File: src/rtl/spint_pkg.sv
`timescale 1ns / 1ps
// Shared types, constants and helper functions of the steered pose integrator.
package spint_pkg;

  // CORDIC datapath width, Q2.30 values with headroom
  localparam int CW = 34;
  // Quotient width of the modulo 2*pi reduction
  localparam int QW = 14;
  localparam int RECIP_SHIFT = 48;

  localparam logic [18:0] TWO_PI = 19'd411775;
  localparam logic [19:0] TWO_PI_W = 20'(TWO_PI);
  localparam logic [19:0] PI_W = 20'd205887;
  localparam logic [19:0] WRAP_HI = 20'(TWO_PI_W + PI_W);
  localparam logic signed [19:0] PI_S = 20'sd205887;
  localparam logic signed [19:0] HALF_PI_S = 20'sd102944;
  // Floor reciprocal of 2*pi; quotient estimate is exact or one low
  localparam logic [29:0] RECIP = 30'((64'd1 << RECIP_SHIFT) / 64'(TWO_PI));
  // Multiple of 2*pi above 2^32 that makes every heading sum positive
  localparam logic [32:0] REDUCE_OFFSET = 33'(64'd10431 * 64'(TWO_PI));
  localparam logic [CW-1:0] CORDIC_GAIN = CW'(652032874);

  localparam logic [31:0] SAT_MAX = 32'h7fff_ffff;
  localparam logic [31:0] SAT_MIN = 32'h8000_0000;

  typedef enum logic [2:0] {
    REG_ANGLE_STEP    = 3'd0,
    REG_ANGLE_MINIMUM = 3'd1,
    REG_INDEX_LIMIT   = 3'd2,
    REG_FORWARD_SPEED = 3'd3,
    REG_TIME_STEP     = 3'd4
  } reg_index_t;

  localparam logic [15:0] RST_ANGLE_STEP = 16'd2294;
  localparam logic [17:0] RST_ANGLE_MINIMUM = 18'(-22938);
  localparam logic [5:0] RST_INDEX_LIMIT = 6'd20;
  localparam logic [31:0] RST_FORWARD_SPEED = 32'd65536;
  localparam logic [30:0] RST_TIME_STEP = 31'd655;

  typedef struct packed {
    logic [15:0] angle_step;
    logic [17:0] angle_minimum;
    logic [5:0]  index_limit;
    logic [31:0] forward_speed;
    logic [30:0] time_step;
  } cfg_t;

  typedef struct packed {
    logic        err;
    logic [31:0] px;
    logic [31:0] py;
    logic [31:0] heading;
    logic [23:0] change;
  } side_t;

  typedef struct packed {
    side_t         side;
    logic          neg;
    logic [CW-1:0] z;
  } ang_word_t;

  typedef struct packed {
    side_t         side;
    logic [CW-1:0] c;
    logic [CW-1:0] s;
  } trig_word_t;

  typedef struct packed {
    logic [31:0] next_x;
    logic [31:0] next_y;
    logic [31:0] next_heading;
    logic [31:0] rate_x;
    logic [31:0] rate_y;
    logic [31:0] heading_change;
    logic        index_error;
  } res_word_t;

  function automatic logic [31:0] sat32(input logic [63:0] v);
    logic [31:0] r;
    if (!v[63] && (v[62:31] != 32'd0)) begin
      r = SAT_MAX;
    end else if (v[63] && (v[62:31] != 32'hffff_ffff)) begin
      r = SAT_MIN;
    end else begin
      r = v[31:0];
    end
    return r;
  endfunction

  // atan(2^-i) in Q2.30
  function automatic logic [29:0] atan_q30(input logic [4:0] i);
    logic [29:0] r;
    case (i)
      5'd0:    r = 30'd843314857;
      5'd1:    r = 30'd497837829;
      5'd2:    r = 30'd263043837;
      5'd3:    r = 30'd133525159;
      5'd4:    r = 30'd67021687;
      5'd5:    r = 30'd33543516;
      5'd6:    r = 30'd16775851;
      5'd7:    r = 30'd8388437;
      5'd8:    r = 30'd4194283;
      5'd9:    r = 30'd2097149;
      5'd10:   r = 30'd1048576;
      5'd11:   r = 30'd524288;
      5'd12:   r = 30'd262144;
      5'd13:   r = 30'd131072;
      5'd14:   r = 30'd65536;
      5'd15:   r = 30'd32768;
      5'd16:   r = 30'd16384;
      5'd17:   r = 30'd8192;
      5'd18:   r = 30'd4096;
      5'd19:   r = 30'd2048;
      5'd20:   r = 30'd1024;
      5'd21:   r = 30'd512;
      5'd22:   r = 30'd256;
      5'd23:   r = 30'd128;
      5'd24:   r = 30'd64;
      5'd25:   r = 30'd32;
      5'd26:   r = 30'd16;
      5'd27:   r = 30'd8;
      5'd28:   r = 30'd4;
      5'd29:   r = 30'd2;
      default: r = 30'd0;
    endcase
    return r;
  endfunction

endpackage

File: src/rtl/spint_angle.sv
`timescale 1ns / 1ps
// Heading change, new heading and reduction of the angle into the CORDIC range.
module spint_angle (
  input  logic                 clk,
  input  logic                 rst,
  input  logic                 en,
  input  spint_pkg::cfg_t      cfg,
  input  logic                 in_valid,
  input  logic [31:0]          pose_x,
  input  logic [31:0]          pose_y,
  input  logic [31:0]          pose_heading,
  input  logic [5:0]           steer_index,
  output logic                 out_valid,
  output spint_pkg::ang_word_t out_word
);

  logic v1, v2, v3, v4, v5;
  spint_pkg::side_t s1, s2, s3, s4, s5;
  logic [31:0] ph1;
  logic [32:0] head2, hp2, hp3;
  logic [spint_pkg::QW-1:0] q3;
  logic [19:0] r0_4;
  logic [19:0] r2_5;

  logic [21:0] step_prod;
  logic [23:0] change_next;
  logic [32:0] head_next, hp_next;
  logic [62:0] q_prod;
  logic [31:0] heading_sat;
  logic [32:0] q_times;
  logic [32:0] rem_full;
  logic [19:0] r2_next;
  logic [19:0] r3;
  logic neg_next;
  logic [spint_pkg::CW-1:0] r3_ext;

  always_comb begin
    step_prod = cfg.angle_step * steer_index;
    change_next = {{6{cfg.angle_minimum[17]}}, cfg.angle_minimum} + {2'b00, step_prod};
    head_next = {ph1[31], ph1} + {{9{s1.change[23]}}, s1.change};
    hp_next = head_next + spint_pkg::REDUCE_OFFSET;
    q_prod = hp2 * spint_pkg::RECIP;
    heading_sat = (head2[32] ^ head2[31]) ?
                  (head2[32] ? spint_pkg::SAT_MIN : spint_pkg::SAT_MAX) : head2[31:0];
    q_times = q3 * spint_pkg::TWO_PI;
    rem_full = hp3 - q_times;
    // remainder is in [0, 4*pi); map it to (-pi, pi]
    if (r0_4 <= spint_pkg::PI_W) begin
      r2_next = r0_4;
    end else if (r0_4 <= spint_pkg::WRAP_HI) begin
      r2_next = r0_4 - spint_pkg::TWO_PI_W;
    end else begin
      r2_next = r0_4 - {spint_pkg::TWO_PI_W[18:0], 1'b0};
    end
    // fold into [-pi/2, pi/2]; neg flips both results
    if ($signed(r2_5) > spint_pkg::HALF_PI_S) begin
      r3 = r2_5 - spint_pkg::PI_W;
      neg_next = 1'b1;
    end else if ($signed(r2_5) < -spint_pkg::HALF_PI_S) begin
      r3 = r2_5 + spint_pkg::PI_W;
      neg_next = 1'b1;
    end else begin
      r3 = r2_5;
      neg_next = 1'b0;
    end
    r3_ext = spint_pkg::CW'($signed(r3));
  end

  always_ff @(posedge clk) begin
    if (rst) begin
      v1 <= 1'b0;
      v2 <= 1'b0;
      v3 <= 1'b0;
      v4 <= 1'b0;
      v5 <= 1'b0;
      out_valid <= 1'b0;
    end else if (en) begin
      v1 <= in_valid;
      v2 <= v1;
      v3 <= v2;
      v4 <= v3;
      v5 <= v4;
      out_valid <= v5;
    end
  end

  always_ff @(posedge clk) begin
    if (en) begin
      s1.err <= steer_index > cfg.index_limit;
      s1.px <= pose_x;
      s1.py <= pose_y;
      s1.heading <= '0;
      s1.change <= change_next;
      ph1 <= pose_heading;

      s2 <= s1;
      head2 <= head_next;
      hp2 <= hp_next;

      s3 <= '{err: s2.err, px: s2.px, py: s2.py, heading: heading_sat, change: s2.change};
      hp3 <= hp2;
      q3 <= q_prod[spint_pkg::RECIP_SHIFT +: spint_pkg::QW];

      s4 <= s3;
      r0_4 <= rem_full[19:0];

      s5 <= s4;
      r2_5 <= r2_next;

      out_word.side <= s5;
      out_word.neg <= neg_next;
      out_word.z <= {r3_ext[spint_pkg::CW-15:0], 14'b0};
    end
  end

endmodule

File: config.mk
export PLATFORM = sky130hd
export DESIGN_NAME = spint_angle
export DESIGN_NICKNAME = d
export VERILOG_FILES = /design/src/rtl/spint_pkg.sv /design/src/rtl/spint_angle.sv
export SDC_FILE = /design/constraint.sdc
export NUM_CORES = 2
export LEC_CHECK = 0
export BUFFER_PORTS_ARGS = -buffer_cell sky130_fd_sc_hd__buf_2
export CAP_MARGIN = 20
export CORE_ASPECT_RATIO = 1.4
export CORE_MARGIN = 10
export CORE_UTILIZATION = 65
export CTS_BUF_LIST = sky130_fd_sc_hd__clkbuf_4 sky130_fd_sc_hd__clkbuf_8
export CTS_CLUSTER_SIZE = 30
export DETAILED_ROUTE_END_ITERATION = 12
export GPL_TIMING_DRIVEN = 1
export PLACE_DENSITY_LB_ADDON = 0.05
export SLEW_MARGIN = 20
export SYNTH_ARGS = -nofsm -noshare
export SYNTH_HDL_FRONTEND = slang
export SYNTH_SLANG_ARGS = --single-unit
File: constraint.sdc
create_clock -name clk -period 16.1 [get_ports clk]
set_input_delay 3.22 -clock clk [delete_from_list [all_inputs] [get_ports clk]]
set_output_delay 3.22 -clock clk [all_outputs]
set_load 0.01 [all_outputs]
==> summary.txt <==
Peak Freq -> 0.115 GHz
Yosys top cell area share -> 48.6%
Warnings, synthesis -> 0
synthesized flop and latch total -> 861
post-CTS resize count -> 0
global-route wire length before repair -> 168000 um
Seq/Total Area, Yosys -> 48.8%
Hold-fix buffers, CTS -> 0
XOR/XNOR share of the synthesized area -> 2.80%
ys flop type -> edfxtp_1
Setup CP Type -> flop to flop
Worst EP arrival -> 9.17 ns
final setup fails -> 0
Post-synth top cells -> edfxtp_1 (855), inv_1 (855), fa_1 (539)
mapped cell area -> 0.0528 sq mm
startpoint types -> flop
Final Hold Vio Count -> 0
CTS H-tree lvls -> 3
I/O Buffers -> 288
fin cells -> 5395
Max Slew Vio Count -> 0
compound-gate portion of the synthesized area -> 5.18%
skew final -> 0.0714 ns
CP Max Fanout -> 4
final std cell area, no fill -> 0.0580 sq mm
# nets final -> 5467
Area growth syn-to-layout -> 9.81%
via count of the first global-routing pass -> 30400
clock-pin slew on the worst setup and hold paths -> 0.06 ns
layout cell share with drive strength beyond 1 -> 12.2%
setup bufs post-CTS -> 0
Least-Margin Pin Slew -> 1.03 ns
wire per inst -> 19.9 um
die width -> 261 um
multiplexer area fraction after synthesis -> 0.192%
post-synth cell types -> 80
Iter 0 DRT Violations -> 1679
Multi-input gate area -> 0.0236 sq mm
Pre-Repair DR Iteration Count -> 6
Initial Util -> 65.6%
largest family of logic cells by synthesized area -> adder cells
Die ar. -> 0.0932 sq mm
CTS buffer count -> 118
hpwl dp -> 87200 um
cell taking the most area after synthesis -> edfxtp_1
Overflow after GRT -> 0
dominant cells by area after synthesis -> edfxtp_1 (49%), fa_1 (20%), ha_1 (12%)
GP Congestion -> 1.00
Top Ports -> 366
antenna violations before repair -> 13
post-route ant nets -> 0
std cell rows -> 123
DRC Markers -> 0
Critical Path RT -> 16.56 ns
largest net degree at the start of global routing -> 195
Via density -> 5.39
Final TNS setup -> 0 ns
placed inst area -> 0.0555 sq mm
min Tclk post-route -> 8.71 ns
TritonCTS clock tree -> built
status -> completed
Placed Cells incl. Taps -> 5175
Hold WC Path Type -> flop to flop
Synth Area in Simple Gates -> 4.41%
Worst setup EP type -> flop
vias -> 29100
FILL cells -> 5482
clk root buf -> clkbuf_8
Register Area -> 0.0258 sq mm
Max Root-Sink Buffers -> 3
clk_lat worst skew -> 0.78 ns
cells after synthesis -> 3862
headroom to the max-slew limit -> 31.0%
average size of a mapped cell -> 13.7 sq um
ys async rst share -> 0%
number of enable flip-flop cells after synthesis -> 855
Maximum Capacitance Violations -> 0
total track usage -> 23.7%
Total Wirelength -> 107000 um
RSZ-0062 raised after global routing -> false
clk sinks -> 861
period utilisation layout -> 54.1%
core area -> 0.0805 sq mm
adder-cell share of the synthesized area -> 31.9%
Die H -> 357 um
## final timing paths
| check | start | end | slack [ns] | depth (start not counted) |
|---|---|---|---|---|
| setup / recovery | hp2[19] | q3[13] | 7.39 | 26 |
| hold / removal | s3[109] | s4[109] | 0.38 | 0 |
| setup reg to reg | hp2[19] | q3[13] | 7.39 | 26 |
| hold reg to reg | s3[109] | s4[109] | 0.38 | 0 |
## registers in the layout (all words and copies together) (netlist names), 20 cells and up
name,cells
s4,121
hp3,20
r2_5,20
out_word,142
head2,33
s2,89
s5,121
r0_4,20
s1,89
s3,121
ph1,32
hp2,33
## stage by stage
step / setup slack, ns / hold WS [ns] / utilization (%)
global placement: 6.97 / 0.400 / 68.9
finish: 7.39 / 0.376 / 72.1
detailed placement: 6.91 / 0.405 / 68.9
floorplan: 7.51 / 0.400 / -
CTS: 7.40 / 0.372 / 72.0
global route: 7.09 / 0.376 / 72.0
## worst max-delay path: stages, from the launching register on
cell	delay, ns
edfxtp_1	0.62
inv_1	0.26
fa_1	0.61
fa_1	0.54
inv_1	0.05
fa_1	0.54
inv_1	0.08
fa_1	0.52
inv_1	0.06
fa_1	0.57
fa_1	0.43
fa_1	0.51
inv_1	0.06
fa_1	0.49
inv_1	0.04
ha_1	0.30
nand3_1	0.08
nor4_1	0.30
nand2_1	0.27
o221ai_1	0.65
nor3_1	0.17
o21ai_0	0.42
a21oi_1	0.20
o21ai_0	0.27
o21a_1	0.17
nor2_1	0.05
xnor2_1	0.13
## layer usage
layer	track usage [%]	wire length [um]	vias to the layer above
li1	-	-	13700
met1	30.2	42900	14400
met2	39.7	53300	793
met3	4.48	6460	246
met4	9.88	4540	22
met5	0	151	-
## logic make-up (layout without fill, tap and decap cells)
group	Yosys count	count (layout)
muxes	10	10
buffers and inverters	914	1370
other	1	16
and+or+nand+nor	479	479
xor gates and xnor gates	167	167
AOI/OAI and AO/OA	405	405
adders and majority gates	1025	1025
DFF	861	861
## area by class of cell
cell class	instances	area share, %
Multi-Input combinational cell	2100	40.7
Tap cell	1062	2.29
Sequential cell	861	44.5
Timing Repair Buffer	297	2.66
Inverter	855	5.53
Clock buffer	163	3.40
Clock inverter	55	0.958
Antenna cell	2	0.00863
## layout by cell type (no fill, tap or decap), types with 11 or more instances in the layout
| cell | instances |
|---|---|
| clkinv_1 | 27 |
| o21a_1 | 27 |
| clkbuf_4 | 43 |
| inv_1 | 855 |
| nor2b_1 | 17 |
| nor3_1 | 38 |
| nand3_1 | 36 |
| a211oi_1 | 19 |
| clkinv_2 | 11 |
| o21bai_1 | 11 |
| nand2_1 | 169 |
| nand2b_1 | 15 |
| xor2_1 | 52 |
| ha_1 | 486 |
| buf_2 | 287 |
| a21o_1 | 77 |
| nand4_1 | 11 |
| and3_1 | 19 |
| nor2_1 | 98 |
| edfxtp_1 | 855 |
| and4_1 | 11 |
| conb_1 | 14 |
| a21oi_1 | 108 |
| and2_1 | 23 |
| xnor2_1 | 113 |
| o21ai_0 | 56 |
| clkbuf_8 | 120 |
| fa_1 | 539 |
Power is not shown: default switching activity piles up to over one toggle a cycle in this logic, so the estimate is an artifact.
