**src/rtl/spint_pkg.sv**
```systemverilog
`timescale 1ns / 1ps
// Shared types, constants and helper functions of the steered pose integrator.
package spint_pkg;

  // CORDIC datapath width, Q2.30 values with headroom
  localparam int CW = 34;
  // Quotient width of the modulo 2*pi reduction
  localparam int QW = 14;
  localparam int RECIP_SHIFT = 48;

  localparam logic [18:0] TWO_PI = 19'd411775;
  localparam logic [19:0] TWO_PI_W = 20'(TWO_PI);
  localparam logic [19:0] PI_W = 20'd205887;
  localparam logic [19:0] WRAP_HI = 20'(TWO_PI_W + PI_W);
  localparam logic signed [19:0] PI_S = 20'sd205887;
  localparam logic signed [19:0] HALF_PI_S = 20'sd102944;
  // Floor reciprocal of 2*pi; quotient estimate is exact or one low
  localparam logic [29:0] RECIP = 30'((64'd1 << RECIP_SHIFT) / 64'(TWO_PI));
  // Multiple of 2*pi above 2^32 that makes every heading sum positive
  localparam logic [32:0] REDUCE_OFFSET = 33'(64'd10431 * 64'(TWO_PI));
  localparam logic [CW-1:0] CORDIC_GAIN = CW'(652032874);

  localparam logic [31:0] SAT_MAX = 32'h7fff_ffff;
  localparam logic [31:0] SAT_MIN = 32'h8000_0000;

  typedef enum logic [2:0] {
    REG_ANGLE_STEP    = 3'd0,
    REG_ANGLE_MINIMUM = 3'd1,
    REG_INDEX_LIMIT   = 3'd2,
    REG_FORWARD_SPEED = 3'd3,
    REG_TIME_STEP     = 3'd4
  } reg_index_t;

  localparam logic [15:0] RST_ANGLE_STEP = 16'd2294;
  localparam logic [17:0] RST_ANGLE_MINIMUM = 18'(-22938);
  localparam logic [5:0] RST_INDEX_LIMIT = 6'd20;
  localparam logic [31:0] RST_FORWARD_SPEED = 32'd65536;
  localparam logic [30:0] RST_TIME_STEP = 31'd655;

  typedef struct packed {
    logic [15:0] angle_step;
    logic [17:0] angle_minimum;
    logic [5:0]  index_limit;
    logic [31:0] forward_speed;
    logic [30:0] time_step;
  } cfg_t;

  typedef struct packed {
    logic        err;
    logic [31:0] px;
    logic [31:0] py;
    logic [31:0] heading;
    logic [23:0] change;
  } side_t;

  typedef struct packed {
    side_t         side;
    logic          neg;
    logic [CW-1:0] z;
  } ang_word_t;

  typedef struct packed {
    side_t         side;
    logic [CW-1:0] c;
    logic [CW-1:0] s;
  } trig_word_t;

  typedef struct packed {
    logic [31:0] next_x;
    logic [31:0] next_y;
    logic [31:0] next_heading;
    logic [31:0] rate_x;
    logic [31:0] rate_y;
    logic [31:0] heading_change;
    logic        index_error;
  } res_word_t;

  function automatic logic [31:0] sat32(input logic [63:0] v);
    logic [31:0] r;
    if (!v[63] && (v[62:31] != 32'd0)) begin
      r = SAT_MAX;
    end else if (v[63] && (v[62:31] != 32'hffff_ffff)) begin
      r = SAT_MIN;
    end else begin
      r = v[31:0];
    end
    return r;
  endfunction

  // atan(2^-i) in Q2.30
  function automatic logic [29:0] atan_q30(input logic [4:0] i);
    logic [29:0] r;
    case (i)
      5'd0:    r = 30'd843314857;
      5'd1:    r = 30'd497837829;
      5'd2:    r = 30'd263043837;
      5'd3:    r = 30'd133525159;
      5'd4:    r = 30'd67021687;
      5'd5:    r = 30'd33543516;
      5'd6:    r = 30'd16775851;
      5'd7:    r = 30'd8388437;
      5'd8:    r = 30'd4194283;
      5'd9:    r = 30'd2097149;
      5'd10:   r = 30'd1048576;
      5'd11:   r = 30'd524288;
      5'd12:   r = 30'd262144;
      5'd13:   r = 30'd131072;
      5'd14:   r = 30'd65536;
      5'd15:   r = 30'd32768;
      5'd16:   r = 30'd16384;
      5'd17:   r = 30'd8192;
      5'd18:   r = 30'd4096;
      5'd19:   r = 30'd2048;
      5'd20:   r = 30'd1024;
      5'd21:   r = 30'd512;
      5'd22:   r = 30'd256;
      5'd23:   r = 30'd128;
      5'd24:   r = 30'd64;
      5'd25:   r = 30'd32;
      5'd26:   r = 30'd16;
      5'd27:   r = 30'd8;
      5'd28:   r = 30'd4;
      5'd29:   r = 30'd2;
      default: r = 30'd0;
    endcase
    return r;
  endfunction

endpackage

```
**src/rtl/spint_outbuf.sv**
```systemverilog
`timescale 1ns / 1ps
// Output register with a one-word skid stage; freezes the pipeline when full.
module spint_outbuf (
  input  logic                 clk,
  input  logic                 rst,
  input  logic                 in_valid,
  input  spint_pkg::res_word_t in_word,
  output logic                 in_ready,
  output logic                 out_valid,
  output spint_pkg::res_word_t out_word,
  input  logic                 out_ready
);

  logic skid_valid;
  spint_pkg::res_word_t skid_word;
  logic push;

  assign in_ready = !skid_valid;
  assign push = in_valid && in_ready;

  always_ff @(posedge clk) begin
    if (rst) begin
      out_valid <= 1'b0;
      skid_valid <= 1'b0;
    end else if (!out_valid || out_ready) begin
      if (skid_valid) begin
        out_valid <= 1'b1;
        skid_valid <= 1'b0;
      end else begin
        out_valid <= push;
      end
    end else if (push) begin
      skid_valid <= 1'b1;
    end
  end

  always_ff @(posedge clk) begin
    if (!out_valid || out_ready) begin
      out_word <= skid_valid ? skid_word : in_word;
    end else if (push) begin
      // hold the word that arrived while the output was stalled
      skid_word <= in_word;
    end
  end

  a_skid_needs_out: assert property (@(posedge clk) disable iff (rst)
    skid_valid |-> out_valid)
    else $error("skid word held with empty output register");

  a_skid_fill_on_stall: assert property (@(posedge clk) disable iff (rst)
    $rose(skid_valid) |-> $past(out_valid && !out_ready && in_valid))
    else $error("skid stage filled without a stalled output");

  a_skid_drain: assert property (@(posedge clk) disable iff (rst)
    (skid_valid && out_ready) |=> (out_valid && !skid_valid))
    else $error("skid stage did not drain into output register");

endmodule

```
**config.mk**
```make
export PLATFORM = sky130hd
export DESIGN_NAME = spint_outbuf
export DESIGN_NICKNAME = d
export VERILOG_FILES = /design/src/rtl/spint_pkg.sv /design/src/rtl/spint_outbuf.sv
export SDC_FILE = /design/constraint.sdc
export NUM_CORES = 1
export LEC_CHECK = 0
export BUFFER_PORTS_ARGS = -buffer_cell sky130_fd_sc_hd__buf_4
export CAP_MARGIN = 10
export CORE_MARGIN = 2
export CORE_UTILIZATION = 40
export CTS_CLUSTER_DIAMETER = 30
export DETAILED_ROUTE_END_ITERATION = 8
export PLACE_DENSITY = 0.66
export SKIP_LAST_GASP = 1
export SYNTH_ARGS = -nofsm -noshare
export SYNTH_HDL_FRONTEND = slang
export SYNTH_SLANG_ARGS = --single-unit
```
**constraint.sdc**
```tcl
create_clock -name clk -period 39.1 [get_ports clk]
set_clock_uncertainty 0.05 [all_clocks]
set_input_delay 3.91 -clock clk [delete_from_list [all_inputs] [get_ports clk]]
set_output_delay 3.91 -clock clk [all_outputs]
set_load 0.01 [all_outputs]
```
==> results.sh, run 1 <==
export IMPL_outcome="completed"
export IMPL_synth_area_um2=14600
export IMPL_nets=1264
export IMPL_cp_max_fo=76
export IMPL_finalMaxSlewViolations=0
export IMPL_final_common_cell="buf_4"
export IMPL_drt_initial_drc_count=399
export IMPL_rsz0062_at_grt="false"
export IMPL_vias=7489
export IMPL_finalCritPeriodShare_pct=15.6
export IMPL_antenna_found_initial=1
export IMPL_syn_nets=806
export IMPL_layout_setup_ws_ps=32990
export IMPL_wire_per_inst_um=19.6
export IMPL_drtPass1Iterations=4
export IMPL_cpMaxStageDelayCell="buf_4"
export IMPL_critPathLaunchType="input pin"
export IMPL_place_gp_congestion=0.755
export IMPL_clock_sinks=388
export IMPL_dieHeight_um=195
export IMPL_cp_top_family="buffers and inverters"
export IMPL_cts_made_buffers=78
export IMPL_cp_slowest_stage_delay_ps=940
export IMPL_cts_buffer_depth=3
export IMPL_clkTransAtPathRegs_ps=50
export IMPL_grt_pass1_vias=7940
export IMPL_fp_coreArea_um2=35700
export IMPL_worstSetupEndpoint="skid_word[182]"
export IMPL_cts_tree="yes"
export IMPL_grt_use_total_pct=16.2
export IMPL_cp_depth=5
export IMPL_synth_seq_cells=388
export IMPL_crit_required_ps=39220
export IMPL_dp_slack_ps=32430
export IMPL_final_cell_mix="400 x buf_4, 386 x edfxtp_1, 137 x mux2_4"
export IMPL_wl_met2_mm=15.0
export IMPL_grt_max_degree=77
export IMPL_drtAntennaViolNets=0
export IMPL_setup_tns_ps=0
export IMPL_ir_drop_uv=41.5
export IMPL_htree_levels=3
export IMPL_hp_class="register to register"
export IMPL_cp_cell_sequence="buf_4, nand2b_4, nor3b_2, buf_4, buf_4"
export IMPL_synth_cells=609
export IMPL_startpoint="out_ready"
export IMPL_drt_total_wl_mm=31.2
export IMPL_path_class="input pin to register"
export IMPL_place_area_um2=17900
export IMPL_routed_wl_met3_mm=2.95
export IMPL_cts_resized=0
export IMPL_worstPathArrival_ps=6230
export IMPL_crit_top_cell="buf_4"
export IMPL_drive_gt1_share_pct=63.8
export IMPL_max_slew_margin_pct=29.4
export IMPL_critPathCaptureType="register"
export IMPL_finalInstanceArea_um2=20600
export IMPL_dpl_hpwl_mm=20.0
export IMPL_start_util_pct=40.8
export IMPL_overflow=0
export IMPL_synth_warnings=0
export IMPL_cts_setup_buffers=0
export IMPL_setup_viol_count_final=0
export IMPL_r2r_cells=3
export IMPL_synthToLayoutAreaGrowth_pct=41.7
export IMPL_leakage_nw=8.16
export IMPL_topRoutingLayerUsed="met4"
export IMPL_wl_met1_mm=12.5
export IMPL_r2r_start="skid_valid"
export IMPL_rr_endpoint="out_word[7]"
export IMPL_seq_area_frac_synth_pct=79.8
export IMPL_via_per_inst=4.70
export IMPL_dp_cells=1448
export IMPL_p_per_area_nw_per_um2=60.1
export IMPL_syn_area_per_cell_um2=23.9
export IMPL_worstMarginPinSlew_ps=1060
export IMPL_hp_start="skid_word[135]"
export IMPL_ios=392
export IMPL_io_buffers=391
export IMPL_synth_distinct_cells=12
export IMPL_die_area_um2=38000
export IMPL_dieWidth_um=195
export IMPL_cap_violations=0
export IMPL_path_buf_inv=3
export IMPL_clk_latency_ps=570
export IMPL_period_minus_slack_ps=6110
export IMPL_remaining_drc_errors=0
export IMPL_regToRegSetupSlack_ps=35800
export IMPL_hold_buffers=0
export IMPL_final_cells=1592
export IMPL_root_buffer="clkbuf_16"
export IMPL_hold_violations=0
export IMPL_max_freq_ghz=0.164
export IMPL_placementRows=69
export IMPL_grt_pass1_wl_mm=46.6
## layout make-up
cell class                 count  area, µm²
clock inverter                56        643
multi-input combinational    198       2730
antenna                        1       2.50
tap                          461        577
fill                        2736      15100
timing repair buffer         400       3000
sequential                   388      11600
clock buffer                  87       2050
inverter                       1       3.75
## stage by stage
step / utilization [%] / hold WS, ps / power, mW
finish: 57.8 / 473 / 1.24
global route: 57.7 / 492 / 1.28
CTS: 57.7 / 478 / 1.26
detailed placement: 50.2 / 483 / 0.577
global placement: 50.2 / 477 / 0.576
floorplan: - / 473 / 0.533
## cells by family (layout without fill, tap and decap cells)
family	after synthesis	after routing	share of synthesized area [%]
AO/OA/AOI/OAI	1	1	0.0343
buffers and inverters	23	544	1.51
flip-flops	388	388	79.8
multiplexers	193	193	18.5
other	0	1	0
AND/OR/NAND/NOR	4	4	0.155
## sequential cells by signal, indices dropped and copies added, names as in the netlist
| signal | cells |
|---|---|
| out_word | 193 |
| skid_word | 193 |
| out_valid | 1 |
| skid_valid | 1 |
## how the worst min path moves through the flow
stage	end	slack, ps	cells after the start
floorplan	out_word[0]	470	1
global placement	out_word[30]	480	1
detailed placement	out_word[44]	480	1
CTS	out_word[135]	480	1
global route	out_word[175]	490	1
finish	out_word[135]	470	1
## layer usage
layer / GRT usage, % / up-vias
met1: 19.5 / 3722
met2: 25.4 / 321
li1: - / 3398
met4: 7.27 / 0
met3: 6.84 / 48
met5: 0 / -
## cells in the mapped netlist (all sizes together)
cell type  count  area, µm²
buf           22        216
nor3b          1       7.51
nor3           1       5.00
nand2b         1       6.26
inv            1       3.75
mux2         193       2690
a21oi          1       5.00
dfxtp          2       40.0
nor2           1       3.75
edfxtp       386      11600
## worst register-to-register path: stages (launching register included)
cell and delay [ps]:
dfxtp_4 970, buf_4 820, buf_4 770, mux2_2 430
## power by group
group | internal (mW) | switching [mW]
combinational | 0.0456 | 0.0331
clock | 0.462 | 0.210
sequential | 0.483 | 0.00693
total | 0.990 | 0.250
No activity file was read; power rests on OpenSTA's default activity.
==> inputs of run 2 (changes only) <==
==> constraint.sdc (replaced) <==
create_clock -name clk -period 5.7 [get_ports clk]
set_clock_uncertainty 0.05 [all_clocks]
set_input_delay 0.57 -clock clk [delete_from_list [all_inputs] [get_ports clk]]
set_output_delay 0.57 -clock clk [all_outputs]
set_load 0.01 [all_outputs]
==> results.sh, run 2 (synthesis gave the netlist of run 1 again) <==
export IMPL_outcome="completed"
export IMPL_hp_start="rst"
export IMPL_worstMarginPinSlew_ps=1020
export IMPL_final_cells=1591
export IMPL_finalInstanceArea_um2=20600
export IMPL_cap_violations=0
export IMPL_die_area_um2=38000
export IMPL_place_area_um2=18000
export IMPL_hold_buffers=0
export IMPL_placementRows=69
export IMPL_register_area_um2=11600
export IMPL_clkTransAtPathRegs_ps=50
export IMPL_drtPass1Iterations=4
export IMPL_dieWidth_um=195
export IMPL_critPathCaptureType="output pin"
export IMPL_nets=1262
export IMPL_ir_drop_uv=284
export IMPL_grt_use_total_pct=15.9
export IMPL_r2r_start="out_valid"
export IMPL_hold_violations=0
export IMPL_drtAntennaViolNets=0
export IMPL_path_class="register to output pin"
export IMPL_start_util_pct=40.8
export IMPL_r2r_cells=4
export IMPL_leakage_nw=8.13
export IMPL_max_freq_ghz=0.307
export IMPL_cpMaxStageDelayCell="dfxtp_4"
export IMPL_drive_gt1_share_pct=63.8
export IMPL_overflow=0
export IMPL_regToRegSetupSlack_ps=2820
export IMPL_place_gp_congestion=0.747
export IMPL_fill_cells=2724
export IMPL_final_cell_mix="394 x buf_4, 386 x edfxtp_1, 137 x mux2_4"
export IMPL_critPathLaunchType="register"
export IMPL_drt_total_wl_mm=30.6
export IMPL_rr_endpoint="skid_word[7]"
export IMPL_min_path_cells=2
export IMPL_root_buffer="clkbuf_16"
export IMPL_finalMaxSlewViolations=0
export IMPL_vias=7396
export IMPL_post_route_util_pct=57.7
export IMPL_path_buf_inv=3
export IMPL_hold_path_end="out_valid"
export IMPL_dieHeight_um=195
export IMPL_grt_max_degree=99
export IMPL_via_per_inst=4.65
export IMPL_cts_setup_buffers=0
export IMPL_cp_slowest_stage_delay_ps=980
export IMPL_clock_sinks=388
export IMPL_grt_pass1_wl_mm=46.0
export IMPL_hp_class="input pin to register"
export IMPL_dp_cells=1445
export IMPL_final_common_cell="buf_4"
export IMPL_cts_tree="yes"
export IMPL_synthToLayoutAreaGrowth_pct=41.6
export IMPL_rsz0062_at_grt="false"
export IMPL_finalCritPeriodShare_pct=57.2
export IMPL_cts_made_buffers=79
export IMPL_cp_cell_sequence="buf_12, inv_1, buf_4"
export IMPL_cp_top_family="flip-flops"
export IMPL_drt_initial_drc_count=328
export IMPL_dp_slack_ps=2460
export IMPL_ios=392
export IMPL_largestRegisters="out_word (193), skid_word (193)"
export IMPL_multi_input_area_um2=2730
export IMPL_layout_setup_ws_ps=2440
export IMPL_io_buffers=391
export IMPL_cts_buffer_depth=3
export IMPL_antenna_found_initial=0
export IMPL_clk_latency_ps=570
export IMPL_holdWs_ps=122
export IMPL_period_minus_slack_ps=3260
export IMPL_htree_levels=3
export IMPL_cts_resized=0
export IMPL_worstPathArrival_ps=2640
export IMPL_max_slew_margin_pct=32.0
export IMPL_dpl_hpwl_mm=19.5
export IMPL_wire_per_inst_um=19.2
export IMPL_setup_viol_count_final=0
export IMPL_fp_coreArea_um2=35700
export IMPL_cp_max_fo=97
export IMPL_remaining_drc_errors=0
export IMPL_grt_pass1_vias=8037
export IMPL_crit_required_ps=5080
export IMPL_p_per_area_nw_per_um2=407
[run 2: cell count changes in the layout (fill, tap and decap cells not counted), sizes merged]
cell / previous run / this run
buf: 400 / 397
bufinv: 13 / 8
clkbuf: 87 / 90
clkinv: 29 / 32
clkinvlp: 6 / 8
inv: 9 / 8
[run 2: worst reg2reg max path, cell delays in order (launching register included)]
cell      delay [ps]
dfxtp_1          370
nand2b_4         480
nor3b_2          450
buf_12           430
buf_12           630
[run 2: how the worst max path moves through the flow]
stage / endpoint / startpoint / cells after the start / slack [ps]
final: in_ready / skid_valid / 3 / 2440
after global routing: in_ready / skid_valid / 3 / 2300
after CTS: in_ready / skid_valid / 3 / 2420
after detailed placement: skid_word[106] / out_ready / 5 / 2460
after global placement: skid_word[46] / out_ready / 5 / 2490
after floorplan: skid_word[0] / out_ready / 2 / -11450
[run 2: final cells by class]
class / instances / area share (%)
sequential: 388 / 56.4
timing repair buffer: 397 / 14.6
multi-input combinational: 198 / 13.2
clock buffer: 90 / 10.0
clock inverter: 55 / 2.87
tap: 461 / 2.80
inverter: 1 / 0.0182
antenna: 1 / 0.0121
[run 2: through the flow]
stage               TNS [ps]  power (mW)
floorplan           -2210490        3.64
global placement           0        3.94
detailed placement         0        3.96
CTS                        0        8.49
global route               0        8.66
finish                     0        8.39
[run 2: metal layers]
layer  GRT usage (%)  vias to the layer above  share of wire [%]  wire length (µm)
met5               0                        -                  0                 0
met4            7.41                        0                3.3              1010
met3            6.66                       67                8.3              2550
met2            25.6                      304                 49             15000
met1            18.6                     3638                 39             12100
li1                -                     3387                  -                 -
[run 2: where the power goes]
group          switching [mW]  internal, mW
Clock                    1.50          2.99
Sequential             0.0442          3.31
Combinational           0.227         0.314
